$ cat config.mk
export PLATFORM = sky130hd
export DESIGN_NAME = char_lcd_nibble_writer_unit_flat
export DESIGN_NICKNAME = d
export VERILOG_FILES = /design/src/hw/rtl/cln_pkg.sv /design/src/hw/rtl/cln_if.sv /design/src/hw/rtl/char_lcd_nibble_writer_unit.sv /design/src/hw/rtl/cln_dp.sv /design/src/hw/rtl/cln_ctrl.sv /design/src/flat_wrapper.sv
export VERILOG_INCLUDE_DIRS = /design/src /design/src/hw/rtl
export SDC_FILE = /design/constraint.sdc
export NUM_CORES = 1
export LEC_CHECK = 0
export ABC_AREA = 1
export BUFFER_PORTS_ARGS = -buffer_cell sky130_fd_sc_hd__clkbuf_2
export CORE_AREA = 2 2 120 122
export CTS_BUF_LIST = sky130_fd_sc_hd__clkbuf_2 sky130_fd_sc_hd__clkbuf_4 sky130_fd_sc_hd__clkbuf_8
export DETAILED_ROUTE_END_ITERATION = 8
export DIE_AREA = 0 0 122 124
export PLACE_DENSITY_LB_ADDON = 0.25
export SYNTH_ARGS = -nofsm -noshare
export SYNTH_HDL_FRONTEND = slang
export SYNTH_SLANG_ARGS = --single-unit
$ cat constraint.sdc
create_clock -name clk -period 5 [get_ports clk]
set_input_delay 1 -clock clk [delete_from_list [all_inputs] [get_ports clk]]
set_output_delay 1 -clock clk [all_outputs]
set_load 0.02 [all_outputs]
$ cat src/hw/rtl/char_lcd_nibble_writer_unit_macros.svh
// Assertion macros shared by the character-LCD nibble writer.
`ifndef CHAR_LCD_NIBBLE_WRITER_UNIT_MACROS_SVH
`define CHAR_LCD_NIBBLE_WRITER_UNIT_MACROS_SVH

// The consequent must hold in the same cycle as the antecedent.
`define CLN_ASSERT_IMPLY(lbl, clk, rst_n, a, b) \
  lbl: assert property (@(posedge clk) disable iff (!rst_n) (a) |-> (b)) \
    else $error("cln assertion failed: same-cycle implication");

// The consequent must hold in the cycle after the antecedent.
`define CLN_ASSERT_NEXT(lbl, clk, rst_n, a, b) \
  lbl: assert property (@(posedge clk) disable iff (!rst_n) (a) |=> (b)) \
    else $error("cln assertion failed: next-cycle implication");

`endif

$ cat src/hw/rtl/cln_pkg.sv
package cln_pkg;

  // Request codes of the cmd field.
  localparam logic [1:0] REQ_INIT = 2'd0;
  localparam logic [1:0] REQ_CMD  = 2'd1;
  localparam logic [1:0] REQ_CHAR = 2'd2;
  localparam logic [1:0] REQ_NUM  = 2'd3;

  localparam logic [7:0] CUR_HOME    = 8'h80;
  localparam logic [7:0] LCD_BASE_R1 = 8'h80;
  localparam logic [7:0] LCD_BASE_R2 = 8'hC0;
  localparam logic [7:0] LCD_BASE_R3 = 8'h94;
  localparam logic [7:0] LCD_BASE_R4 = 8'hD4;
  localparam logic [7:0] CH_MINUS    = 8'h2D;
  localparam logic [7:0] CH_ERR      = 8'h45;
  localparam logic [7:0] CH_ZERO     = 8'h30;
  localparam logic [3:0] NIB_WAKE    = 4'h3;
  localparam logic [3:0] NIB_4BIT    = 4'h2;

  // Wake-up nibbles before the four-bit switch, and number of init bytes.
  localparam int WAKE_NIBS  = 3;
  localparam int INIT_BYTES = 5;
  // Double-dabble shifts for a 17-bit magnitude.
  localparam int DD_STEPS   = 17;
  localparam int MAG_W      = 17;
  localparam int BCD_W      = 20;
  localparam int MAX_DIGITS = 5;

  typedef enum logic [2:0] {
    ST_IDLE,
    ST_CONV,
    ST_INITNIB,
    ST_STEP,
    ST_HI,
    ST_LO,
    ST_FINISH
  } state_t;

  typedef enum logic [3:0] {
    STP_INIT,
    STP_CMD,
    STP_CUR0,
    STP_CHAR,
    STP_NEGCUR,
    STP_NEGCH,
    STP_HOME,
    STP_DCUR,
    STP_DCH,
    STP_ECUR,
    STP_ECH,
    STP_DONE
  } step_t;

  typedef enum logic [2:0] {
    BSRC_INIT,
    BSRC_BYTE,
    BSRC_CURSOR,
    BSRC_HOME,
    BSRC_MINUS,
    BSRC_DIGIT,
    BSRC_ERR
  } bsrc_t;

  typedef enum logic [1:0] {
    NSEL_HI,
    NSEL_LO,
    NSEL_WAKE,
    NSEL_4BIT
  } nsel_t;

  typedef struct packed {
    logic       load_in;
    logic       dd_step;
    logic       load_byte;
    bsrc_t      bsrc;
    logic       byte_rs;
    logic [2:0] init_idx;
    logic       col_inc;
    logic       didx_dec;
    logic       push;
    nsel_t      nsel;
    logic       finish;
  } dp_cmd_t;

  typedef struct packed {
    logic [1:0] req;
    logic       row_ok;
    logic       home_cond;
    logic       neg;
    logic       didx_nz;
    logic       didx_one;
    logic       err_dc;
    logic       out_free;
    logic       hold_valid;
  } dp_sts_t;

  function automatic logic [7:0] init_byte(input logic [2:0] idx);
    logic [7:0] b;
    case (idx)
      3'd0:    b = 8'h28;
      3'd1:    b = 8'h01;
      3'd2:    b = 8'h06;
      3'd3:    b = 8'h0E;
      default: b = 8'h80;
    endcase
    return b;
  endfunction

endpackage

$ cat src/hw/rtl/cln_if.sv
interface cln_req_if;
  logic        valid;
  logic        ready;
  logic [1:0]  cmd;
  logic [7:0]  byte_value;
  logic [2:0]  row;
  logic [7:0]  column;
  logic signed [15:0] number;
  logic [3:0]  digit_count;

  modport source (output valid, cmd, byte_value, row, column, number, digit_count,
                  input ready);
  modport sink   (input valid, cmd, byte_value, row, column, number, digit_count,
                  output ready);
endinterface

interface cln_nib_if;
  logic       valid;
  logic       ready;
  logic       reg_select;
  logic [3:0] nibble;
  logic       last;

  modport source (output valid, reg_select, nibble, last, input ready);
  modport sink   (input valid, reg_select, nibble, last, output ready);
endinterface

$ cat src/hw/rtl/char_lcd_nibble_writer_unit.sv
// Character-LCD nibble writer for a display on a 4-bit data bus.
// in_req carries one request per item (init, command byte, char at a position,
// or a decimal number at a position). out_nib carries the nibble transfers the
// request causes, one item per enable strobe, high nibble first, each with its
// register-select level; last marks the final nibble of a request.
// Requests are handled one at a time: in_ready is high only while the
// controller is idle. A number request first converts the magnitude to
// decimal in a shift-and-add-3 converter. Each byte is then a load followed
// by two transfers, high nibble then low, and a step that sends nothing
// loads no byte and moves on.
// One nibble is held back inside so that the final one can be marked, and the
// output stage is a register: when out_ready is low the generator stops and
// resumes without loss. A request that causes no nibble produces no item.
// Reset (synchronous, active low) returns to idle and empties the output.
`include "char_lcd_nibble_writer_unit_macros.svh"

module char_lcd_nibble_writer_unit (
  input  logic      clk,
  input  logic      rst_n,
  cln_req_if.sink   in_req,
  cln_nib_if.source out_nib
);

  cln_pkg::dp_cmd_t dcmd;
  cln_pkg::dp_sts_t sts;

  cln_ctrl u_ctrl (
    .clk      (clk),
    .rst_n    (rst_n),
    .in_valid (in_req.valid),
    .in_ready (in_req.ready),
    .in_cmd   (in_req.cmd),
    .sts      (sts),
    .dcmd     (dcmd)
  );

  cln_dp u_dp (
    .clk            (clk),
    .rst_n          (rst_n),
    .dcmd           (dcmd),
    .sts            (sts),
    .in_cmd         (in_req.cmd),
    .in_byte_value  (in_req.byte_value),
    .in_row         (in_req.row),
    .in_column      (in_req.column),
    .in_number      (in_req.number),
    .in_digit_count (in_req.digit_count),
    .out_valid      (out_nib.valid),
    .out_ready      (out_nib.ready),
    .out_reg_select (out_nib.reg_select),
    .out_nibble     (out_nib.nibble),
    .out_last       (out_nib.last)
  );

  // A new request never starts while a nibble of the previous one is held back.
  `CLN_ASSERT_IMPLY(a_accept_hold_empty, clk, rst_n, in_req.valid && in_req.ready, !sts.hold_valid)
  // The generator only advances when the output register can take the held nibble.
  `CLN_ASSERT_IMPLY(a_push_needs_room, clk, rst_n, dcmd.push || dcmd.finish, sts.out_free)
  // Closing a request presents its final nibble, flagged as last.
  `CLN_ASSERT_NEXT(a_finish_marks_last, clk, rst_n, dcmd.finish, out_nib.valid && out_nib.last)

endmodule

$ cat src/hw/rtl/cln_dp.sv
module cln_dp (
  input  logic               clk,
  input  logic               rst_n,
  input  cln_pkg::dp_cmd_t   dcmd,
  output cln_pkg::dp_sts_t   sts,
  input  logic [1:0]         in_cmd,
  input  logic [7:0]         in_byte_value,
  input  logic [2:0]         in_row,
  input  logic [7:0]         in_column,
  input  logic signed [15:0] in_number,
  input  logic [3:0]         in_digit_count,
  output logic               out_valid,
  input  logic               out_ready,
  output logic               out_reg_select,
  output logic [3:0]         out_nibble,
  output logic               out_last
);

  logic [1:0]                   req_r;
  logic [7:0]                   bval_r;
  logic [2:0]                   row_r;
  logic [7:0]                   col_r;
  logic                         neg_r;
  logic [2:0]                   didx_r;
  logic                         err_r;
  logic [cln_pkg::MAG_W-1:0]    bin_r;
  logic [cln_pkg::BCD_W-1:0]    bcd_r;
  logic [cln_pkg::BCD_W-1:0]    bcd_adj;
  logic [7:0]                   byte_r;
  logic                         rs_r;
  logic                         hold_valid_r;
  logic                         hold_rs_r;
  logic [3:0]                   hold_nib_r;
  logic                         out_valid_r;
  logic                         out_rs_r;
  logic [3:0]                   out_nib_r;
  logic                         out_last_r;

  logic [cln_pkg::MAG_W-1:0]    mag_in;
  logic [7:0]                   base;
  logic [7:0]                   cursor;
  logic [3:0]                   digit;
  logic [7:0]                   byte_sel;
  logic [3:0]                   new_nib;
  logic                         new_rs;
  logic                         row_ok;
  logic                         out_free;

  assign mag_in = in_number[15] ? (17'h10000 - {1'b0, in_number}) : {1'b0, in_number};
  assign row_ok = (row_r >= 3'd1) && (row_r <= 3'd4);

  always_comb begin
    case (row_r)
      3'd1:    base = cln_pkg::LCD_BASE_R1;
      3'd2:    base = cln_pkg::LCD_BASE_R2;
      3'd3:    base = cln_pkg::LCD_BASE_R3;
      default: base = cln_pkg::LCD_BASE_R4;
    endcase
  end

  // Column counts from one, so the address is base plus column minus one.
  assign cursor = base + col_r + 8'hFF;

  always_comb begin
    case (didx_r)
      3'd1:    digit = bcd_r[3:0];
      3'd2:    digit = bcd_r[7:4];
      3'd3:    digit = bcd_r[11:8];
      3'd4:    digit = bcd_r[15:12];
      3'd5:    digit = bcd_r[19:16];
      default: digit = 4'd0;
    endcase
  end

  always_comb begin
    for (int i = 0; i < cln_pkg::MAX_DIGITS; i++) begin
      bcd_adj[4*i +: 4] = (bcd_r[4*i +: 4] >= 4'd5) ? bcd_r[4*i +: 4] + 4'd3
                                                    : bcd_r[4*i +: 4];
    end
  end

  always_comb begin
    case (dcmd.bsrc)
      cln_pkg::BSRC_INIT:   byte_sel = cln_pkg::init_byte(dcmd.init_idx);
      cln_pkg::BSRC_BYTE:   byte_sel = bval_r;
      cln_pkg::BSRC_CURSOR: byte_sel = cursor;
      cln_pkg::BSRC_HOME:   byte_sel = cln_pkg::CUR_HOME;
      cln_pkg::BSRC_MINUS:  byte_sel = cln_pkg::CH_MINUS;
      cln_pkg::BSRC_DIGIT:  byte_sel = cln_pkg::CH_ZERO + {4'd0, digit};
      default:              byte_sel = cln_pkg::CH_ERR;
    endcase
  end

  always_comb begin
    case (dcmd.nsel)
      cln_pkg::NSEL_HI:   begin new_nib = byte_r[7:4];       new_rs = rs_r; end
      cln_pkg::NSEL_LO:   begin new_nib = byte_r[3:0];       new_rs = rs_r; end
      cln_pkg::NSEL_WAKE: begin new_nib = cln_pkg::NIB_WAKE; new_rs = 1'b0; end
      default:            begin new_nib = cln_pkg::NIB_4BIT; new_rs = 1'b0; end
    endcase
  end

  assign out_free = !out_valid_r || out_ready;

  // Request fields, digit conversion and the byte register.
  always_ff @(posedge clk) begin
    if (dcmd.load_in) begin
      req_r  <= in_cmd;
      bval_r <= in_byte_value;
      row_r  <= in_row;
      col_r  <= in_column;
      neg_r  <= in_number[15];
      didx_r <= ((in_digit_count >= 4'd1) && (in_digit_count <= 4'd5))
                ? in_digit_count[2:0] : 3'd0;
      err_r  <= in_digit_count > 4'd5;
      bin_r  <= mag_in;
      bcd_r  <= '0;
    end else begin
      if (dcmd.dd_step) begin
        bcd_r <= {bcd_adj[cln_pkg::BCD_W-2:0], bin_r[cln_pkg::MAG_W-1]};
        bin_r <= {bin_r[cln_pkg::MAG_W-2:0], 1'b0};
      end
      if (dcmd.col_inc) begin
        col_r <= col_r + 8'd1;
      end
      if (dcmd.didx_dec) begin
        didx_r <= didx_r - 3'd1;
      end
    end
    if (dcmd.load_byte) begin
      byte_r <= byte_sel;
      rs_r   <= dcmd.byte_rs;
    end
  end

  // One nibble is held back so that the final one can be flagged as last.
  always_ff @(posedge clk) begin
    if (!rst_n) begin
      hold_valid_r <= 1'b0;
      out_valid_r  <= 1'b0;
    end else begin
      if (dcmd.push) begin
        hold_valid_r <= 1'b1;
        hold_rs_r    <= new_rs;
        hold_nib_r   <= new_nib;
        if (hold_valid_r) begin
          out_valid_r <= 1'b1;
          out_rs_r    <= hold_rs_r;
          out_nib_r   <= hold_nib_r;
          out_last_r  <= 1'b0;
        end else if (out_ready) begin
          out_valid_r <= 1'b0;
        end
      end else if (dcmd.finish) begin
        hold_valid_r <= 1'b0;
        out_valid_r  <= 1'b1;
        out_rs_r     <= hold_rs_r;
        out_nib_r    <= hold_nib_r;
        out_last_r   <= 1'b1;
      end else if (out_ready) begin
        out_valid_r <= 1'b0;
      end
    end
  end

  always_comb begin
    sts.req        = req_r;
    sts.row_ok     = row_ok;
    sts.home_cond  = (row_r == 3'd0) || (col_r == 8'd0);
    sts.neg        = neg_r;
    sts.didx_nz    = didx_r != 3'd0;
    sts.didx_one   = didx_r == 3'd1;
    sts.err_dc     = err_r;
    sts.out_free   = out_free;
    sts.hold_valid = hold_valid_r;
  end

  assign out_valid      = out_valid_r;
  assign out_reg_select = out_rs_r;
  assign out_nibble     = out_nib_r;
  assign out_last       = out_last_r;

endmodule

$ cat src/hw/rtl/cln_ctrl.sv
module cln_ctrl (
  input  logic             clk,
  input  logic             rst_n,
  input  logic             in_valid,
  output logic             in_ready,
  input  logic [1:0]       in_cmd,
  input  cln_pkg::dp_sts_t sts,
  output cln_pkg::dp_cmd_t dcmd
);

  cln_pkg::state_t state_r, state_nxt;
  cln_pkg::step_t  step_r, step_nxt;
  logic [4:0]      cnt_r, cnt_nxt;

  always_ff @(posedge clk) begin
    if (!rst_n) begin
      state_r <= cln_pkg::ST_IDLE;
      step_r  <= cln_pkg::STP_DONE;
      cnt_r   <= 5'd0;
    end else begin
      state_r <= state_nxt;
      step_r  <= step_nxt;
      cnt_r   <= cnt_nxt;
    end
  end

  always_comb begin
    state_nxt      = state_r;
    step_nxt       = step_r;
    cnt_nxt        = cnt_r;
    in_ready       = 1'b0;
    dcmd.load_in   = 1'b0;
    dcmd.dd_step   = 1'b0;
    dcmd.load_byte = 1'b0;
    dcmd.bsrc      = cln_pkg::BSRC_BYTE;
    dcmd.byte_rs   = 1'b0;
    dcmd.init_idx  = cnt_r[2:0];
    dcmd.col_inc   = 1'b0;
    dcmd.didx_dec  = 1'b0;
    dcmd.push      = 1'b0;
    dcmd.nsel      = cln_pkg::NSEL_HI;
    dcmd.finish    = 1'b0;

    case (state_r)
      cln_pkg::ST_IDLE: begin
        in_ready = 1'b1;
        if (in_valid) begin
          dcmd.load_in = 1'b1;
          cnt_nxt      = 5'd0;
          case (in_cmd)
            cln_pkg::REQ_INIT: state_nxt = cln_pkg::ST_INITNIB;
            cln_pkg::REQ_CMD: begin
              state_nxt = cln_pkg::ST_STEP;
              step_nxt  = cln_pkg::STP_CMD;
            end
            cln_pkg::REQ_CHAR: begin
              state_nxt = cln_pkg::ST_STEP;
              step_nxt  = cln_pkg::STP_CUR0;
            end
            default: state_nxt = cln_pkg::ST_CONV;
          endcase
        end
      end

      cln_pkg::ST_CONV: begin
        dcmd.dd_step = 1'b1;
        cnt_nxt      = cnt_r + 5'd1;
        if (cnt_r == 5'(cln_pkg::DD_STEPS - 1)) begin
          cnt_nxt   = 5'd0;
          state_nxt = cln_pkg::ST_STEP;
          step_nxt  = cln_pkg::STP_CUR0;
        end
      end

      cln_pkg::ST_INITNIB: begin
        if (sts.out_free) begin
          dcmd.push = 1'b1;
          if (cnt_r == 5'(cln_pkg::WAKE_NIBS)) begin
            dcmd.nsel = cln_pkg::NSEL_4BIT;
            cnt_nxt   = 5'd0;
            state_nxt = cln_pkg::ST_STEP;
            step_nxt  = cln_pkg::STP_INIT;
          end else begin
            dcmd.nsel = cln_pkg::NSEL_WAKE;
            cnt_nxt   = cnt_r + 5'd1;
          end
        end
      end

      cln_pkg::ST_STEP: begin
        case (step_r)
          cln_pkg::STP_INIT: begin
            if (cnt_r < 5'(cln_pkg::INIT_BYTES)) begin
              dcmd.load_byte = 1'b1;
              dcmd.bsrc      = cln_pkg::BSRC_INIT;
              cnt_nxt        = cnt_r + 5'd1;
              state_nxt      = cln_pkg::ST_HI;
            end else begin
              step_nxt = cln_pkg::STP_DONE;
            end
          end
          cln_pkg::STP_CMD: begin
            dcmd.load_byte = 1'b1;
            dcmd.bsrc      = cln_pkg::BSRC_BYTE;
            state_nxt      = cln_pkg::ST_HI;
            step_nxt       = cln_pkg::STP_DONE;
          end
          cln_pkg::STP_CUR0: begin
            if (sts.row_ok) begin
              dcmd.load_byte = 1'b1;
              dcmd.bsrc      = cln_pkg::BSRC_CURSOR;
              state_nxt      = cln_pkg::ST_HI;
            end
            if (sts.req == cln_pkg::REQ_CHAR) begin
              step_nxt = cln_pkg::STP_CHAR;
            end else if (sts.neg) begin
              step_nxt = cln_pkg::STP_NEGCUR;
            end else begin
              step_nxt = cln_pkg::STP_HOME;
            end
          end
          cln_pkg::STP_CHAR: begin
            dcmd.load_byte = 1'b1;
            dcmd.bsrc      = cln_pkg::BSRC_BYTE;
            dcmd.byte_rs   = 1'b1;
            state_nxt      = cln_pkg::ST_HI;
            step_nxt       = cln_pkg::STP_DONE;
          end
          cln_pkg::STP_NEGCUR: begin
            if (sts.row_ok) begin
              dcmd.load_byte = 1'b1;
              dcmd.bsrc      = cln_pkg::BSRC_CURSOR;
              state_nxt      = cln_pkg::ST_HI;
            end
            step_nxt = cln_pkg::STP_NEGCH;
          end
          cln_pkg::STP_NEGCH: begin
            dcmd.load_byte = 1'b1;
            dcmd.bsrc      = cln_pkg::BSRC_MINUS;
            dcmd.byte_rs   = 1'b1;
            dcmd.col_inc   = 1'b1;
            state_nxt      = cln_pkg::ST_HI;
            step_nxt       = cln_pkg::STP_HOME;
          end
          cln_pkg::STP_HOME: begin
            if (sts.home_cond) begin
              dcmd.load_byte = 1'b1;
              dcmd.bsrc      = cln_pkg::BSRC_HOME;
              state_nxt      = cln_pkg::ST_HI;
            end else if (sts.row_ok) begin
              dcmd.load_byte = 1'b1;
              dcmd.bsrc      = cln_pkg::BSRC_CURSOR;
              state_nxt      = cln_pkg::ST_HI;
            end
            if (sts.didx_nz) begin
              step_nxt = cln_pkg::STP_DCUR;
            end else if (sts.err_dc) begin
              step_nxt = cln_pkg::STP_ECUR;
            end else begin
              step_nxt = cln_pkg::STP_DONE;
            end
          end
          cln_pkg::STP_DCUR: begin
            if (sts.row_ok) begin
              dcmd.load_byte = 1'b1;
              dcmd.bsrc      = cln_pkg::BSRC_CURSOR;
              state_nxt      = cln_pkg::ST_HI;
            end
            step_nxt = cln_pkg::STP_DCH;
          end
          cln_pkg::STP_DCH: begin
            dcmd.load_byte = 1'b1;
            dcmd.bsrc      = cln_pkg::BSRC_DIGIT;
            dcmd.byte_rs   = 1'b1;
            dcmd.col_inc   = 1'b1;
            dcmd.didx_dec  = 1'b1;
            state_nxt      = cln_pkg::ST_HI;
            step_nxt       = sts.didx_one ? cln_pkg::STP_DONE : cln_pkg::STP_DCUR;
          end
          cln_pkg::STP_ECUR: begin
            if (sts.row_ok) begin
              dcmd.load_byte = 1'b1;
              dcmd.bsrc      = cln_pkg::BSRC_CURSOR;
              state_nxt      = cln_pkg::ST_HI;
            end
            step_nxt = cln_pkg::STP_ECH;
          end
          cln_pkg::STP_ECH: begin
            dcmd.load_byte = 1'b1;
            dcmd.bsrc      = cln_pkg::BSRC_ERR;
            dcmd.byte_rs   = 1'b1;
            state_nxt      = cln_pkg::ST_HI;
            step_nxt       = cln_pkg::STP_DONE;
          end
          default: begin
            state_nxt = cln_pkg::ST_FINISH;
          end
        endcase
      end

      cln_pkg::ST_HI: begin
        if (sts.out_free) begin
          dcmd.push = 1'b1;
          dcmd.nsel = cln_pkg::NSEL_HI;
          state_nxt = cln_pkg::ST_LO;
        end
      end

      cln_pkg::ST_LO: begin
        if (sts.out_free) begin
          dcmd.push = 1'b1;
          dcmd.nsel = cln_pkg::NSEL_LO;
          state_nxt = cln_pkg::ST_STEP;
        end
      end

      cln_pkg::ST_FINISH: begin
        // A request that produced nothing ends without touching the output.
        if (!sts.hold_valid) begin
          state_nxt = cln_pkg::ST_IDLE;
        end else if (sts.out_free) begin
          dcmd.finish = 1'b1;
          state_nxt   = cln_pkg::ST_IDLE;
        end
      end

      default: begin
        state_nxt = cln_pkg::ST_IDLE;
      end
    endcase
  end

endmodule

$ cat src/flat_wrapper.sv
// flat-port wrapper written by rule: the top's interface ports become plain ports
module char_lcd_nibble_writer_unit_flat 
  (clk, rst_n, in_req_valid, in_req_cmd, in_req_byte_value, in_req_row, in_req_column, in_req_number, in_req_digit_count, in_req_ready, out_nib_valid, out_nib_reg_select, out_nib_nibble, out_nib_last, out_nib_ready);
  cln_req_if in_req_i ();
  cln_nib_if out_nib_i ();
  input  logic clk;
  input  logic rst_n;
  input wire logic [$bits(in_req_i.valid)-1:0] in_req_valid;
  input wire logic [$bits(in_req_i.cmd)-1:0] in_req_cmd;
  input wire logic [$bits(in_req_i.byte_value)-1:0] in_req_byte_value;
  input wire logic [$bits(in_req_i.row)-1:0] in_req_row;
  input wire logic [$bits(in_req_i.column)-1:0] in_req_column;
  input wire logic [$bits(in_req_i.number)-1:0] in_req_number;
  input wire logic [$bits(in_req_i.digit_count)-1:0] in_req_digit_count;
  output wire logic [$bits(in_req_i.ready)-1:0] in_req_ready;
  output wire logic [$bits(out_nib_i.valid)-1:0] out_nib_valid;
  output wire logic [$bits(out_nib_i.reg_select)-1:0] out_nib_reg_select;
  output wire logic [$bits(out_nib_i.nibble)-1:0] out_nib_nibble;
  output wire logic [$bits(out_nib_i.last)-1:0] out_nib_last;
  input wire logic [$bits(out_nib_i.ready)-1:0] out_nib_ready;
  assign in_req_i.valid = in_req_valid;
  assign in_req_i.cmd = in_req_cmd;
  assign in_req_i.byte_value = in_req_byte_value;
  assign in_req_i.row = in_req_row;
  assign in_req_i.column = in_req_column;
  assign in_req_i.number = in_req_number;
  assign in_req_i.digit_count = in_req_digit_count;
  assign in_req_ready = in_req_i.ready;
  assign out_nib_valid = out_nib_i.valid;
  assign out_nib_reg_select = out_nib_i.reg_select;
  assign out_nib_nibble = out_nib_i.nibble;
  assign out_nib_last = out_nib_i.last;
  assign out_nib_i.ready = out_nib_ready;
  char_lcd_nibble_writer_unit u_core (.clk(clk), .rst_n(rst_n), .in_req(in_req_i), .out_nib(out_nib_i));
endmodule
Yosys cells after proc, flatten, opt, wreduce, memory -nomap -nowiden
Index checks and enable logic that the tools add are counted.

word-level totals
  register bits = 97
  input port bits = 45
  memory bits (read-only) = 0
  bits in latches = 0
  RAM bits = 0
  memories = 0

operators by class
  add/subtract/negate cells = 12
  multipliers = 0
  equal/unequal tests = 53
  div/mod/pow operators = 0
  mux-type cells = 88
  shifts and indexed selects = 0
  bitwise logic cells = 0
  reduce and logical (&&, ||, !) cells = 32
  $lt $le $gt $ge = 11

operators with widths
  operator                number
  $mux 4                  18
  $mux 3                  18
  $mux 17                 3
  $pmux 8 s6              1
  $pmux 4 s9              1
  $mux 5                  7
  $pmux 8 s4              1
  $eq 3x2->1 const B      10
  $pmux 4 s7              1
  $mux 1                  23
  $eq 3x3->1 const B      7
  $pmux 3 s7              1
  $pmux 7 s3              1
  $ge 4x3->1 const B      5
  $pmux 4 s5              1
  $pmux 5 s4              1
  $ne 2x2->1 const B      9
  $sub 17x16->17 const A  1
  $add 4x2->4 const B     4
  $eq 4x3->1 const B      4
  $mux 8                  2
  $pmux 4 s4              1
  $reduce_and 8->1        2
  $eq 3x1->1 const B      5
  46 further kinds        69

Logic depth before layout (Yosys ltp)
Gate-level depths: netlist of run 1.

  word-level depth = 8
  mapped depth = 15

Modules after synthesis
From an unflattened synthesis of run 1, not the netlist that was laid out.

second synthesis, totals
  cell total of the unflattened synthesis = 811
  area, all modules = 6247.2 µm²

by module, submodules not included
  module    cells an instance  times used  area an instance (µm²)
  cln_dp    577                1           4882.2
  cln_ctrl  234                1           1365.1

Worst setup path after synthesis of run 1
Ideal clock, no wire load.

  path type = input port to flip-flop
  from = input in_req_number[0]
  to = register u_core.u_dp.bin_r[14] (netlist bit), data pin
  required time = 4.743 ns
  library setup time = 0.257 ns
  data arrival time = 2.237 ns
  slack = 2.506 ns
  cell stages on the path = 10
  path through = inv_1 > ha_1 > nand2_1 > nor3b_1 > nand3_1 > nand2_1 > o21ai_0 > or2_2 > nand3_1 > nand2_1

between the ends
  cells in the longest elaborated chain, start to end = 3

ends and longest elaborated chain
  element               line                RTL
  from (decl)           flat_wrapper.sv:13  input wire logic [$bits(in_req_i.number)-1:0] in_req_number;
  $sub 17x16->17        cln_dp.sv:49        assign mag_in = in_number[15] ? (17'h10000 - {1'b0, in_number}) : {1'b0, in_number};
  $mux 17               cln_dp.sv:49
  $mux 17               cln_dp.sv:107       if (dcmd.load_in) begin
  to (signal assigned)  cln_dp.sv:116       bin_r <= mag_in;
  to (signal assigned)  cln_dp.sv:121       bin_r <= {bin_r[cln_pkg::MAG_W-2:0], 1'b0};
  to (decl)             cln_dp.sv:26        logic [cln_pkg::MAG_W-1:0] bin_r;

No other way between the ends.
A chain may end at the register's enable or synchronous reset.

Worst setup path in the final report of run 1
  from = register u_core.u_ctrl.state_r[1]
  to = register u_core.u_dp.bin_r[16] (netlist bit), enable pin

between the ends
  cells in the longest elaborated chain, start to end = 3
  elaborated cells on any way between the ends = 5
  those cells by class = eq/ne (1); mux (2); reduce/logical (2)

ends and longest elaborated chain
  element                                               line            RTL
  from (decl)                                           cln_ctrl.sv:11  cln_pkg::state_t state_r, state_nxt;
  from (signal assigned)                                cln_ctrl.sv:17  state_r <= cln_pkg::ST_IDLE;
  from (signal assigned)                                cln_ctrl.sv:21  state_r <= state_nxt;
  $eq 3x1->1 / $logic_not 3->1 (equally long branches)  cln_ctrl.sv:44  case (state_r)
  $mux 1                                                cln_ctrl.sv:44
  $reduce_bool 2->1 (no source line) *                  --

Every way passes the cells marked *; elsewhere a longest branch is shown, timed or not.

==> impl_metrics.ini, run 1 <==
[die]
row_count = 43
coreArea_um2 = 13700
initial_utilization_pct = 44.4
pin_count = 53
die_x_um = 122
dieHeight_um = 124
die-area_um2 = 15100

[logic_synthesis]
synth_ff_type = edfxtp_1
synth_top_area_share_pct = 31.0
synth_cell_types = 42
synth_cells = 788
syn_nets = 869
synth.most_common_cell = nand2_1
yosysTopAreaCell = edfxtp_1
yosys_register_bits = 97
yosysSeqAreaShare_pct = 42.2
synth_area_leaders = edfxtp_1 (31%), dfxtp_1 (11%), nand2_1 (10%), ha_1 (7.2%), inv_1 (7.0%)
synthArstFlopShare_pct = 0
yosys_warnings = 0
syn_area_um2 = 6090
synth_edf_count = 63
postSynthAreaPerCell_um2 = 7.73
ys_top_cells_by_count = nand2_1 (165), inv_1 (113), nor2_1 (95)

[setup_path]
crit_fanout = 45
cp_slowest_cell = nand2_2
required_ns = 5.03
crit_chain = inv_2, nand2_1, nor2_1, inv_1, nor2_4, buf_4, inv_1, buf_4, nand2_2
arrival_ns = 2.73
start_kind = flip-flop
crit_path_end_kind = flip-flop
path_class = flip-flop to flip-flop
slowest_delay_ns = 0.44

[routing]
viasPerCell = 5.03
route.detailed.wl_per_inst_um = 13.2
vias = 5171
drtAntennaViolNets = 0
totalWireLength_um = 13600
drtIter0Drc = 379
drc_errors = 0
drt_pass1_iterations = 5

[placed_design]
finalWeightedCongestion = 0.888
port_buffers = 52
place_area_um2 = 6560
dp_hpwl_um = 10400
place_ws_ns = 1.92

[clock_network]
cts_tree = built
ctsHtreeMaxLevel = 3
clockBufferDepth = 2
clock-sinks = 97
clk_pin_slew_ns = 0.09
postCtsSetupRepairBufs = 0
cts_hold_buf = 0
clock_latency_ns = 0.39
root_buffer = clkbuf_8
post_cts_resized = 0
cts_inserted_buffers = 9

[layout]
fillerInstances = 1345
syn_to_final_growth_pct = 10.5
fin_nets = 924
utilization_pct = 49.1
diodes = 0
drive_gt1_share_pct = 12.5
final_area_um2 = 6740

[sta]
finalSetupViolCount = 0
slew_headroom_pct = 32.1
maxSlewViolCount = 0
fin_worst_skew_ns = 0.00606
worstMarginPinSlew_ns = 1.01
min_period_ns = 2.69
finalHoldViolations = 0
finalSetupTns_ns = 0
fmax_mhz = 371
rsz0062_at_grt = no
period_share_pct = 53.9
timing.final.ws_setup_ns = 2.31

[power]
ir_drop_uv = 217
power_density_nw_per_um2 = 517
leakagePower_nw = 3.04

[global_routing]
antenna_found_initial = 0
overflow = 0
grt_first_pass_wirelength_um = 22600
grt_max_degree = 46
grt_pass1_vias = 4758
grt_util_all_layers_pct = 19.1

[status]
status = finished clean

[job]
drv_cap = 0

[min_path]
worstHoldPathType = flip-flop to flip-flop
layout make-up:
class	instances	area [um^2]	area share, %
Multi-Input combinational cell	557	3010	44.8
Sequential cell	97	2570	38.2
Inverter	122	458	6.80
Timing Repair Buffer	56	290	4.31
Tap cell	180	225	3.34
Clock buffer	12	146	2.17
Clock inverter	4	28.8	0.427
per-stage QoR:
| step | hold WS (ns) | std cells | power [mW] |
|---|---|---|---|
| after floorplan | 0.400 | 788 | 2.59 |
| after global placement | 0.401 | 1012 | 3.00 |
| after detailed placement | 0.406 | 1012 | 3.02 |
| after CTS | 0.428 | 1028 | 3.51 |
| after global routing | 0.436 | 1028 | 3.82 |
| final | 0.426 | 1028 | 3.48 |
power by group:
part           switching (mW)  internal, mW
clock                   0.281         0.199
sequential              0.156          1.20
combinational            1.11         0.534
metal layers:
layer  global-route usage [%]  vias to the layer above  share of wire, %  routed length [um]
met5                        0                        -                 0                   0
met4                     6.54                        0               1.4                 186
met3                     3.75                       10               3.6                 486
met2                     31.3                       82                45                6160
met1                     25.3                     2360                50                6780
li1                         -                     2719                 -                   -
sequential cells by signal (all words and copies together), names as in the netlist, 5 cells and up:
register             cells
u_core.u_dp.col_r        8
u_core.u_ctrl.cnt_r      5
u_core.u_dp.bcd_r       20
u_core.u_dp.byte_r       8
u_core.u_dp.bval_r       8
u_core.u_dp.bin_r       17
worst max-delay path, delay by kind of cell (launching register included):
family                 cells  cell delay [ns]
buffers and inverters      5             1.15
flip-flops                 1             0.38
AND/OR/NAND/NOR            4             0.79
cell usage in the layout, fill, tap and decap left out, types with 9 or more instances in the layout:
cell	synthesis	layout
a21oi_1	46	46
clkbuf_2	0	52
clkbuf_8	0	9
dfxtp_1	34	34
edfxtp_1	63	63
ha_1	35	35
inv_1	113	113
nand2_1	165	165
nand3_1	39	39
nand4_1	13	13
nor2_1	95	94
nor3_1	9	9
o211ai_1	10	10
o21ai_0	62	62
xor2_1	17	17
cells by family (layout without fill, tap and decap cells):
logic type / after synthesis / count (layout) / share of synthesized area, %
flops: 97 / 97 / 42.2
xor+xnor: 24 / 24 / 3.45
buf+inv: 134 / 194 / 8.46
fa+ha+maj: 36 / 36 / 7.51
simple gates: 345 / 345 / 24.3
compound gates: 152 / 152 / 14.1
final timing paths:
check | start | slack (ns) | cells past startpoint | end
worst max-delay path | u_core.u_ctrl.state_r[1] | 2.31 | 9 | u_core.u_dp.bin_r[16]
worst min-delay path | u_core.u_dp.hold_nib_r[2] | 0.43 | 0 | u_core.u_dp.out_nibble[2]
worst max register to register | u_core.u_ctrl.state_r[1] | 2.31 | 9 | u_core.u_dp.bin_r[16]
worst min register to register | u_core.u_dp.hold_nib_r[2] | 0.43 | 0 | u_core.u_dp.out_nibble[2]
(Power assumes the default switching activity.)
==> inputs of run 2 (changes only) <==
--- a/config.mk
+++ b/config.mk
@@ -6,12 +6,12 @@
 export SDC_FILE = /design/constraint.sdc
 export NUM_CORES = 1
 export LEC_CHECK = 0
-export ABC_AREA = 1
+export ABC_AREA = 0
 export BUFFER_PORTS_ARGS = -buffer_cell sky130_fd_sc_hd__clkbuf_2
-export CORE_AREA = 2 2 120 122
+export CORE_AREA = 2 2 119 121
 export CTS_BUF_LIST = sky130_fd_sc_hd__clkbuf_2 sky130_fd_sc_hd__clkbuf_4 sky130_fd_sc_hd__clkbuf_8
 export DETAILED_ROUTE_END_ITERATION = 8
-export DIE_AREA = 0 0 122 124
+export DIE_AREA = 0 0 121 123
 export PLACE_DENSITY_LB_ADDON = 0.25
 export SYNTH_ARGS = -nofsm -noshare
 export SYNTH_HDL_FRONTEND = slang
==> constraint.sdc (replaced) <==
create_clock -name clk -period 2.5 [get_ports clk]
set_input_delay 0.5 -clock clk [delete_from_list [all_inputs] [get_ports clk]]
set_output_delay 0.5 -clock clk [all_outputs]
set_load 0.02 [all_outputs]
==> impl_metrics.ini, run 2 <==
[job]
drv_cap = 0

[layout]
utilization_pct = 51.2
largest_reg_flops = 20
fin_cells = 915
layout_common_cells = edfxtp_1 (63), o21ai_0 (62), nand2_1 (57)
final_area_um2 = 6970
fin_nets = 811
regMostFlops = u_core.u_dp.bcd_r
mostFrequentLayoutCell = edfxtp_1
largestRegisters = u_core.u_dp.bcd_r (20), u_core.u_dp.bin_r (17)
fillerInstances = 1264
diodes = 0
drive_gt1_share_pct = 18.1
syn_to_final_growth_pct = 15.5

[global_routing]
antenna_found_initial = 0
grt_pass1_vias = 4948
grt_max_degree = 40
grt_util_all_layers_pct = 20.1
grt_first_pass_wirelength_um = 23900
overflow = 0

[placed_design]
finalWeightedCongestion = 0.883
dp_hpwl_um = 10800
place_area_um2 = 6670
place_inst = 896
port_buffers = 52

[sta]
fin_hold_ws_ns = 0.289
finalHoldViolations = 0
period_share_pct = 100
finalSetupViolCount = 0
fin_worst_skew_ns = 0.0107
fmax_mhz = 400
slew_headroom_pct = 56.7
maxSlewViolCount = 0
worstMarginPinSlew_ns = 0.633
min_period_ns = 2.50

[logic_synthesis]
yosys_warnings = 0
synth_cell_types = 71
synthArstFlopShare_pct = 0
synth_ff_type = edfxtp_1
synth_top_area_share_pct = 31.3
yosysTopAreaCell = edfxtp_1
syn_nets = 739
postSynthAreaPerCell_um2 = 9.18
ys_top_cells_by_count = o21ai_0 (66), edfxtp_1 (63), nand2_1 (58)
syn_area_um2 = 6040
yosysSeqAreaShare_pct = 42.6
synth_cells = 658
synth_edf_count = 63
synth.most_common_cell = o21ai_0
yosys_register_bits = 97
synth_area_leaders = edfxtp_1 (31%), dfxtp_1 (11%), ha_1 (7.3%), o21ai_0 (5.5%), a21oi_1 (4.1%)

[die]
die_x_um = 121
pin_count = 53
row_count = 43
coreArea_um2 = 13600
dieHeight_um = 123
initial_utilization_pct = 44.4
die-area_um2 = 14900

[routing]
drtAntennaViolNets = 0
drt_pass1_iterations = 5
drc_errors = 0
route.detailed.wl_per_inst_um = 15.8
totalWireLength_um = 14400
viasPerCell = 5.59
vias = 5113
drtIter0Drc = 333

[setup_path]
crit_chain = buf_4, nand2b_1, o22ai_1, nand2_1, a2111oi_0, buf_4, a21oi_1, o32ai_1
start_kind = flip-flop
arrival_ns = 2.71
cp_common_cell = buf_4
crit_family = compound AO/OA/AOI/OAI gates
path_class = flip-flop to flip-flop
crit_path_end_kind = flip-flop
required_ns = 2.71
cp_slowest_cell = a2111oi_0
crit_fanout = 12
slowest_delay_ns = 0.52
path_buf_inv = 2

[clock_network]
clockBufferDepth = 2
clock-sinks = 97
cts_hold_buf = 0
cts_tree = built
root_buffer = clkbuf_8
ctsHtreeMaxLevel = 3
cts_inserted_buffers = 9
clock_latency_ns = 0.39
clk_pin_slew_ns = 0.10

[power]
total_power_mw = 7.22
leakagePower_nw = 2.71
power_density_nw_per_um2 = 1040
ir_drop_uv = 487

[min_path]
worstHoldPathType = input port to flip-flop

[status]
status = finished clean
[run 2: per-layer routing]
layer  GRT usage [%]  part of all wire [%]  up-vias
met3            4.47                   4.9       31
met5               0                     0        -
li1                -                     -     2548
met1            25.1                    45     2420
met2            33.7                    48      114
met4            8.43                   2.4        0
[run 2: what timing repair did]
item | in CTS | in global routing
gates resized for setup | 1 | 17
setup endpoints to repair | 2 | 16
buffers inserted | 1 | 2
hold endpoints to repair | 0 | 0
pin swaps | 3 | 7
[run 2: cells by family after synthesis]
family / synth area share (%)
adder cells (fa/ha/maj): 7.58
flip-flops: 42.6
AO/OA/AOI/OAI: 21.0
XOR/XNOR: 5.08
buffers and inverters: 4.99
AND/OR/NAND/NOR: 17.9
multiplexers: 0.829
[run 2: cell type report]
class / instances / area (um^2) / area share, %
Multi-Input combinational cell: 488 / 3230 / 46.3
Sequential cell: 97 / 2570 / 36.9
Timing Repair Buffer: 90 / 558 / 8.00
Tap cell: 180 / 225 / 3.23
Inverter: 44 / 165 / 2.37
Clock buffer: 9 / 124 / 1.78
Clock inverter: 7 / 95.1 / 1.36
[run 2: worst paths after layout]
check | start | to | slack, ns | cells past startpoint
min reg2reg | u_core.u_dp.hold_nib_r[0] | u_core.u_dp.out_nibble[0] | 0.43 | 0
max reg2reg | u_core.u_ctrl.step_r[2] | u_core.u_dp.byte_r[1] | 0.0005 | 8
max | u_core.u_ctrl.step_r[2] | u_core.u_dp.byte_r[1] | 0.0005 | 8
min | in_req_byte_value[1] | u_core.u_dp.bval_r[1] | 0.29 | 1
[run 2: per-stage QoR]
step                      TNS, ns  setup slack (ns)
final                           0          0.000549
after global routing      -0.0584           -0.0366
after CTS                       0           0.00683
after detailed placement  -0.0417           -0.0417
after global placement          0            0.0620
after floorplan                 0             0.133
[run 2: where the power goes]
group          switching, mW  internal (mW)
Sequential             0.334           2.31
Clock                  0.588          0.564
Combinational           2.02           1.40
